File: config.mk
export PLATFORM = sky130hd
export DESIGN_NAME = nearest_palette_color_unit
export DESIGN_NICKNAME = d
export VERILOG_FILES = /design/src/design/npc_pkg.sv /design/src/design/npc_dist_calc.sv /design/src/design/nearest_palette_color_unit.sv
export SDC_FILE = /design/constraint.sdc
export NUM_CORES = 2
export LEC_CHECK = 0
export BUFFER_PORTS_ARGS = -buffer_cell sky130_fd_sc_hd__buf_4
export CAP_MARGIN = 20
export CORE_UTILIZATION = 44
export CTS_BUF_LIST = sky130_fd_sc_hd__clkbuf_4 sky130_fd_sc_hd__clkbuf_8
export DETAILED_ROUTE_END_ITERATION = 6
export SETUP_SLACK_MARGIN = 0.4
export SYNTH_ARGS = -nofsm -noshare
export SYNTH_HDL_FRONTEND = slang
export SYNTH_HIERARCHICAL = 1
export SYNTH_SLANG_ARGS = --single-unit
File: constraint.sdc
create_clock -name clk -period 15.2 [get_ports clk]
set_input_delay 3.04 -clock clk [delete_from_list [all_inputs] [get_ports clk]]
set_output_delay 3.04 -clock clk [all_outputs]
set_load 0.02 [all_outputs]
File: src/design/npc_pkg.sv
// Types and constants of the nearest palette color unit.
package npc_pkg;

  localparam int NUM_REGS = 7;
  localparam int COMP_W   = 8;
  localparam int ENTRY_W  = 3 * COMP_W;
  localparam int SQ_W     = 2 * COMP_W;
  localparam int DIST_W   = SQ_W + 2;
  localparam int IDX_W    = 3;

  localparam logic [ENTRY_W-1:0] RESET_PALETTE [NUM_REGS] = '{
    24'h000000, 24'hFFFFFF, 24'h00FF00, 24'h0000FF,
    24'hFF0000, 24'hFFFF00, 24'hFF8000
  };

  typedef struct packed {
    logic [COMP_W-1:0] red;
    logic [COMP_W-1:0] green;
    logic [COMP_W-1:0] blue;
    logic              end_of_frame;
  } pixel_t;

  typedef struct packed {
    logic [IDX_W-1:0] color_index;
    logic             frame_done;
  } result_t;

endpackage

File: src/design/npc_dist_calc.sv
// Squared Euclidean distance between a pixel and one packed palette entry.
module npc_dist_calc (
  input  npc_pkg::pixel_t                 pixel,
  input  logic [npc_pkg::ENTRY_W-1:0]     entry,
  output logic [npc_pkg::DIST_W-1:0]      sq_dist
);

  logic [npc_pkg::COMP_W-1:0] ent_r_c;
  logic [npc_pkg::COMP_W-1:0] ent_g_c;
  logic [npc_pkg::COMP_W-1:0] ent_b_c;
  logic [npc_pkg::COMP_W-1:0] dr;
  logic [npc_pkg::COMP_W-1:0] dg;
  logic [npc_pkg::COMP_W-1:0] db;
  logic [npc_pkg::SQ_W-1:0]   sq_r;
  logic [npc_pkg::SQ_W-1:0]   sq_g;
  logic [npc_pkg::SQ_W-1:0]   sq_b;

  assign ent_r_c = entry[3*npc_pkg::COMP_W-1:2*npc_pkg::COMP_W];
  assign ent_g_c = entry[2*npc_pkg::COMP_W-1:npc_pkg::COMP_W];
  assign ent_b_c = entry[npc_pkg::COMP_W-1:0];

  assign dr = (pixel.red   > ent_r_c) ? pixel.red   - ent_r_c : ent_r_c - pixel.red;
  assign dg = (pixel.green > ent_g_c) ? pixel.green - ent_g_c : ent_g_c - pixel.green;
  assign db = (pixel.blue  > ent_b_c) ? pixel.blue  - ent_b_c : ent_b_c - pixel.blue;

  assign sq_r = npc_pkg::SQ_W'(dr) * npc_pkg::SQ_W'(dr);
  assign sq_g = npc_pkg::SQ_W'(dg) * npc_pkg::SQ_W'(dg);
  assign sq_b = npc_pkg::SQ_W'(db) * npc_pkg::SQ_W'(db);

  assign sq_dist = npc_pkg::DIST_W'(sq_r) + npc_pkg::DIST_W'(sq_g) + npc_pkg::DIST_W'(sq_b);

endmodule

File: src/design/nearest_palette_color_unit.sv
// A pixel accepted with start passes the input, distance and result registers before out_valid rises.
// Throughput: one pixel per clock; busy stays low, since the result side cannot stall.
// The three stages are the input register, the per-entry distance register and the
// result register that holds the winner of the lowest-index-first compare chain.
// Reset clears all stage valid bits and loads the default palette.
module nearest_palette_color_unit #(
  parameter int PALETTE_SIZE = 7
) (
  input  logic                          clk,
  input  logic                          rst_n,
  input  logic                          start,
  output logic                          busy,
  input  npc_pkg::pixel_t               in_pixel,
  output logic                          out_valid,
  output npc_pkg::result_t              out_result,
  input  logic                          cfg_we,
  input  logic [npc_pkg::IDX_W-1:0]     cfg_index,
  input  logic [npc_pkg::ENTRY_W-1:0]   cfg_data
);

  logic [npc_pkg::ENTRY_W-1:0] palette_r [PALETTE_SIZE];

  logic                        in_valid_r;
  npc_pkg::pixel_t             pix_r;
  logic [npc_pkg::DIST_W-1:0]  dist_c [PALETTE_SIZE];
  logic                        dist_valid_r;
  logic [npc_pkg::DIST_W-1:0]  dist_r [PALETTE_SIZE];
  logic                        eof_r;
  logic                        out_valid_r;
  npc_pkg::result_t            out_result_r;
  npc_pkg::result_t            result_nxt;

  assign busy = 1'b0;

  for (genvar i = 0; i < PALETTE_SIZE; i++) begin : g_entry
    always_ff @(posedge clk) begin
      if (!rst_n) begin
        palette_r[i] <= npc_pkg::RESET_PALETTE[i];
      end else if (cfg_we && cfg_index == npc_pkg::IDX_W'(i)) begin
        palette_r[i] <= cfg_data;
      end
    end

    npc_dist_calc u_dist (
      .pixel   (pix_r),
      .entry   (palette_r[i]),
      .sq_dist (dist_c[i])
    );
  end

  always_ff @(posedge clk) begin
    if (!rst_n) begin
      in_valid_r   <= 1'b0;
      dist_valid_r <= 1'b0;
      out_valid_r  <= 1'b0;
    end else begin
      in_valid_r   <= start && !busy;
      dist_valid_r <= in_valid_r;
      out_valid_r  <= dist_valid_r;
    end
  end

  always_ff @(posedge clk) begin
    pix_r        <= in_pixel;
    dist_r       <= dist_c;
    eof_r        <= pix_r.end_of_frame;
    out_result_r <= result_nxt;
  end

  always_comb begin
    logic [npc_pkg::DIST_W-1:0] best_d;
    logic [npc_pkg::IDX_W-1:0]  best_i;
    best_d = dist_r[0];
    best_i = '0;
    for (int i = 1; i < PALETTE_SIZE; i++) begin
      if (dist_r[i] < best_d) begin
        best_d = dist_r[i];
        best_i = npc_pkg::IDX_W'(i);
      end
    end
    result_nxt.color_index = best_i;
    result_nxt.frame_done  = eof_r;
  end

  assign out_valid  = out_valid_r;
  assign out_result = out_result_r;

endmodule

* Yosys cells after proc, flatten, opt, wreduce, memory -nomap -nowiden
Memory sizes are Yosys's and may differ from the RTL's. Index checks and enable logic that the tools add are counted.
Cells by class: bitwise gates (word level) 7, equality and inequality tests 6, reduce and logical (&&, ||, !) cells 9, divide/modulo/power cells 0, $add $sub $neg 56, multipliers 21, muxes and demuxes 60, shift-type cells 0, $lt $le $gt $ge 27
Operator list (count):
- 8-bit by 8-bit multiplier with 16-bit output | 21
- 8-bit subtractor | 42
- 8-bit > comparator | 21
- 24-bit 2-to-1 mux | 7
- 8-bit 2-to-1 mux | 21
- 18-bit by 16-bit adder with 18-bit output | 7
- 16-bit by 16-bit adder with 17-bit output | 7
- 18-bit less-than comparator | 6
- 18-bit 2-to-1 mux | 5
- 1-bit 2-to-1 mux | 23
- 3-bit == test (second input constant) | 3
- 1-bit logical AND | 7
- 1-bit OR | 7
- 3-bit by 2-bit == test with 1-bit output (second input constant) | 2
- 3-bit 2-to-1 mux | 2
- 2-bit 2-to-1 mux | 2
- 3-bit by 1-bit == test with 1-bit output (second input constant) | 1
- 3-bit zero test | 1
- 3-bit OR reduction | 1
Storage, ports and cells: bits in writable memories 168, memories kept 1, bits in read-only memories 0, register bits 159, bits in latches 0, output and inout port bits 6, bits of input ports 56
Memory list:
- palette_r | words 7, width 24, rd ports 7, clocked after Yosys merged registers in 0, write ports 7, line nearest_palette_color_unit.sv:21 | logic [npc_pkg::ENTRY_W-1:0] palette_r [PALETTE_SIZE];

* Longest topological paths before layout
word-level depth 12, depth in mapped cells 71

* By module
Netlist, hierarchy kept.
Modules (own cells, without submodules):
- npc_dist_calc at g_entry[3].u_dist ... | cells an instance 931, sequential area each 0.0 sq um, times used 2, area each 7790.0 sq um
- nearest_palette_color_unit | cells an instance 1046, sequential area each 8227.9 sq um, times used 1, area each 13374.1 sq um
- npc_dist_calc at g_entry[1].u_dist | cells an instance 928, sequential area each 0.0 sq um, times used 1, area each 7820.0 sq um
- npc_dist_calc at g_entry[0].u_dist | cells an instance 930, sequential area each 0.0 sq um, times used 1, area each 7817.5 sq um
- npc_dist_calc at g_entry[2].u_dist | cells an instance 912, sequential area each 0.0 sq um, times used 1, area each 7791.2 sq um
- npc_dist_calc at g_entry[6].u_dist | cells an instance 914, sequential area each 0.0 sq um, times used 1, area each 7692.4 sq um
- npc_dist_calc at g_entry[5].u_dist | cells an instance 898, sequential area each 0.0 sq um, times used 1, area each 7584.8 sq um

* Worst setup path after synthesis
OpenSTA, ideal clock, no wires.
kind reg-to-reg, start register dist_r[115] (netlist bit), end register out_result_r, in the netlist out_result[1], setup time 0.115 ns, cell stages (with the launch flop) 68, clock period less this slack 12.763 ns, path slack 2.437 ns, data arrival time 12.648 ns, required time 15.085 ns, path through dfxtp_1 inv_1 ha_1 a21o_1 a221o_1 and2_4 a211oi_4 buf_4 buf_1 mux2i_1 ha_1 nand4_1 nor3_1 and4b_1 o311ai_2 o211a_1 nand2_1 buf_2 [32 not listed] a21o_1 a21oi_1 o31a_1 o21ai_0 o41ai_4 buf_6 mux2_1 ha_1 a21o_1 a21oi_1 nor2b_1 o21ai_0 nand2b_1 a221o_1 a21o_1 a221o_1 a31o_2 o21a_1
On the way: cells in the longest elaborated chain, start to end 11
Ends and longest elaborated chain:
- start: declaration | line nearest_palette_color_unit.sv:27 | logic [npc_pkg::DIST_W-1:0] dist_r [PALETTE_SIZE];
- start signal: assignment | line nearest_palette_color_unit.sv:65 | dist_r <= dist_c;
- 18-bit less-than comparator | line nearest_palette_color_unit.sv:76 | if (dist_r[i] < best_d) begin
- 18-bit 2-to-1 mux | line nearest_palette_color_unit.sv:76
- 18-bit less-than comparator | line nearest_palette_color_unit.sv:76
- 18-bit 2-to-1 mux | line nearest_palette_color_unit.sv:76
- 18-bit less-than comparator | line nearest_palette_color_unit.sv:76
- 18-bit 2-to-1 mux | line nearest_palette_color_unit.sv:76
- 18-bit less-than comparator | line nearest_palette_color_unit.sv:76
- 18-bit 2-to-1 mux | line nearest_palette_color_unit.sv:76
- 18-bit less-than comparator | line nearest_palette_color_unit.sv:76
- 18-bit 2-to-1 mux | line nearest_palette_color_unit.sv:76
- 18-bit less-than comparator | line nearest_palette_color_unit.sv:76
- end signal: assignment | line nearest_palette_color_unit.sv:67 | out_result_r <= result_nxt;
- end: declaration | line nearest_palette_color_unit.sv:30 | npc_pkg::result_t out_result_r;
Parallel ways exist; a longest one is shown, timed or not. A chain may end at the register's enable or synchronous reset.

* Final worst setup path
Ends and elaborated chain as after synthesis.

==> flow_metrics.env <==
export IMPL_drive_gt1_share_pct=7.514
export IMPL_report_final_setup_viol=0
export IMPL_setup_worst_path_start="dist_r[115]"
export IMPL_finClkSkew_ns=0.05357
export IMPL_async_flop_share_pct=0
export IMPL_drv_cap=0
export IMPL_totalWireLength_um=178000
export IMPL_yosysMostFrequentCell="inv_1"
export IMPL_worst_hold_path_num_cells=0
export IMPL_drtPass1Iterations=5
export IMPL_worstReg2RegStart="dist_r[115]"
export IMPL_fin_crit_sh_pct=91.06
export IMPL_ant_nets=0
export IMPL_required_ns=15.83
export IMPL_grt_max_degree=44
export IMPL_crit_type="reg -> reg"
export IMPL_cts_sinks=327
export IMPL_synth_top_area_cell="fa_1"
export IMPL_avgSynthCellArea_um2=9.033
export IMPL_fp_dieW_um=394.1
export IMPL_critPathMaxFanout=25
export IMPL_clk_pin_slew_ns=0.06
export IMPL_dieArea_um2=155300
export IMPL_max_slew_worst_pin_slew_ns=1.112
export IMPL_syn_inst=7490
export IMPL_ys_ff_latch=327
export IMPL_synth_ff_type="edfxtp_1"
export IMPL_grt_usage_pct=23.43
export IMPL_io_buffers=60
export IMPL_finalHoldViolations=0
export IMPL_outcome="completed"
export IMPL_syn_nets=9475
export IMPL_insertion_delay_ns=0.74
export IMPL_gr_total_overflow=0
export IMPL_yosys_top_cells_area="fa_1 (25%), ha_1 (20%), inv_1 (9.9%)"
export IMPL_seq_area_frac_synth_pct=12.16
export IMPL_fp_row_count=143
export IMPL_synth_edf_count=168
export IMPL_period_needed_ns=13.84
export IMPL_start_kind="flop"
export IMPL_grt_pass1_vias=52500
export IMPL_crit_top_cell="a21o_1"
export IMPL_core_area_um2=152300
export IMPL_rr_worst_depth=64
export IMPL_io_pins=62
export IMPL_min_from="pix_r[0]"
export IMPL_synth_common_cells="inv_1 (1,781), ha_1 (1,072), fa_1 (857)"
export IMPL_endpoint_kind="flop"
export IMPL_slowest_stage="mux2_2"
export IMPL_critical_path_arrival_ns=14.47
export IMPL_netlist_cell_type_count=111
export IMPL_via_count=49910
export IMPL_nets=9559
export IMPL_clk_path_buf_depth=3
export IMPL_hold_class="reg -> reg"
export IMPL_max_stage_delay_ns=0.41
export IMPL_start_util_pct=44.44
export IMPL_root_buffer="clkbuf_8"
export IMPL_dp_hpwl_um=149800
export IMPL_drt_wirelength_per_cell_um=18.42
export IMPL_route_detailed_drc=0
export IMPL_antenna_found_initial=25
export IMPL_rsz0062_at_grt="no"
export IMPL_finalWeightedCongestion=0.9092
export IMPL_netlist_area_um2=67660
export IMPL_htree_levels=3
export IMPL_slew_violations=0
export IMPL_drtIter0Drc=2777
export IMPL_numCtsBuffers=69
export IMPL_clock_fmax_ghz=0.07225
export IMPL_die_h_um=394.1
export IMPL_area_delta_synth_final_pct=6.870
export IMPL_synth_top_area_share_pct=25.36
export IMPL_relSlewSlack_pct=25.58
export IMPL_cts_tree="yes"
export IMPL_synth_warnings=6
export IMPL_vias_per_cell=5.165
export IMPL_fin_setup_tns_ns=0
export IMPL_cts_hold_buf=0
export IMPL_grt_pass1_wl_um=285900
placed cells by master, fill, tap and decap left out, types with 46 or more instances in the layout:
cell,instances
inv_1,1781
ha_1,1072
fa_1,857
nor2_1,609
a21oi_1,359
nand2_1,260
xnor2_1,198
a21o_1,169
edfxtp_1,168
buf_4,161
dfxtp_1,159
mux2i_1,154
o21ai_0,153
and2_1,123
nand2b_1,108
xor2_1,105
clkbuf_8,76
or3_1,71
nand3_1,62
nor2b_1,59
or2_2,57
and3_1,48
o21bai_1,48
o21a_1,47
a31oi_1,46
flip-flops by register name (all words and copies together) (netlist names):
| name | flops |
|---|---|
| dist_r | 126 |
| dist_valid_r | 1 |
| eof_r | 1 |
| in_valid_r | 1 |
| out_result | 4 |
| out_valid | 1 |
| palette_r | 168 |
| pix_r | 25 |
timing repair:
item                       4_1_cts  5_1_grt
setup endpoints to repair        0        3
setup buffers                    0       11
resized for setup                0        7
path summary, 6_finish.rpt:
path	to	slack [ns]
max reg2reg	out_result[1]	1.36
min reg2reg	eof_r	0.33
min	eof_r	0.33
max	out_result[1]	1.36
layout make-up:
cell class | count | area, µm²
diodes | 7 | 17.52
clock buffers | 94 | 1181
clock inverters | 29 | 370.4
fillers | 14720 | 79950
inverters | 1802 | 6764
multi-input cells | 5213 | 52000
flip-flops and latches | 327 | 8228
well taps | 2030 | 2540
repair buffers | 161 | 1209
critical path: cells and delay by family, from the launching register on:
kind	cells	cell delay [ns]
compound gates	37	7.66
fa+ha+maj	6	1.75
mux	5	1.70
simple gates	11	1.62
buf+inv	5	0.69
flops	1	0.34
metal layers:
metal  track usage [%]  wire length, µm  vias up
met5                 0                0        -
met2             40.95            86510     1021
met1             30.11            77290    24590
met4             7.330             6127        0
li1                  -                -    24060
met3             2.641             8041      234
cell families (layout without fill, tap and decap cells):
logic type | Yosys count | in the layout | share of synthesized area (%)
compound gates | 1138 | 1138 | 11.62
fa+ha+maj | 1929 | 1929 | 45.18
xor+xnor | 358 | 358 | 5.222
flops | 327 | 327 | 12.16
buf+inv | 1950 | 2086 | 11.18
mux | 206 | 206 | 3.227
other cells | 1 | 8 | 0.005542
simple gates | 1581 | 1581 | 11.40
stage by stage:
stage | area [µm²] | utilization [%] | worst slack [ns] | hold slack, ns | cells
floorplan | 67660 | - | 2.437 | 0.3096 | 7490
global placement | 70600 | 46.37 | 0.8097 | 0.3100 | 9519
detailed placement | 70600 | 46.37 | 0.6201 | 0.3128 | 9519
CTS | 72150 | 47.39 | 0.5127 | 0.3265 | 9642
global route | 72300 | 47.48 | 0.5772 | 0.3342 | 9660
finish | 72310 | 47.49 | 1.358 | 0.3271 | 9663
Power is not shown: default switching activity piles up to over one toggle a cycle in this logic, so the estimate is an artifact.
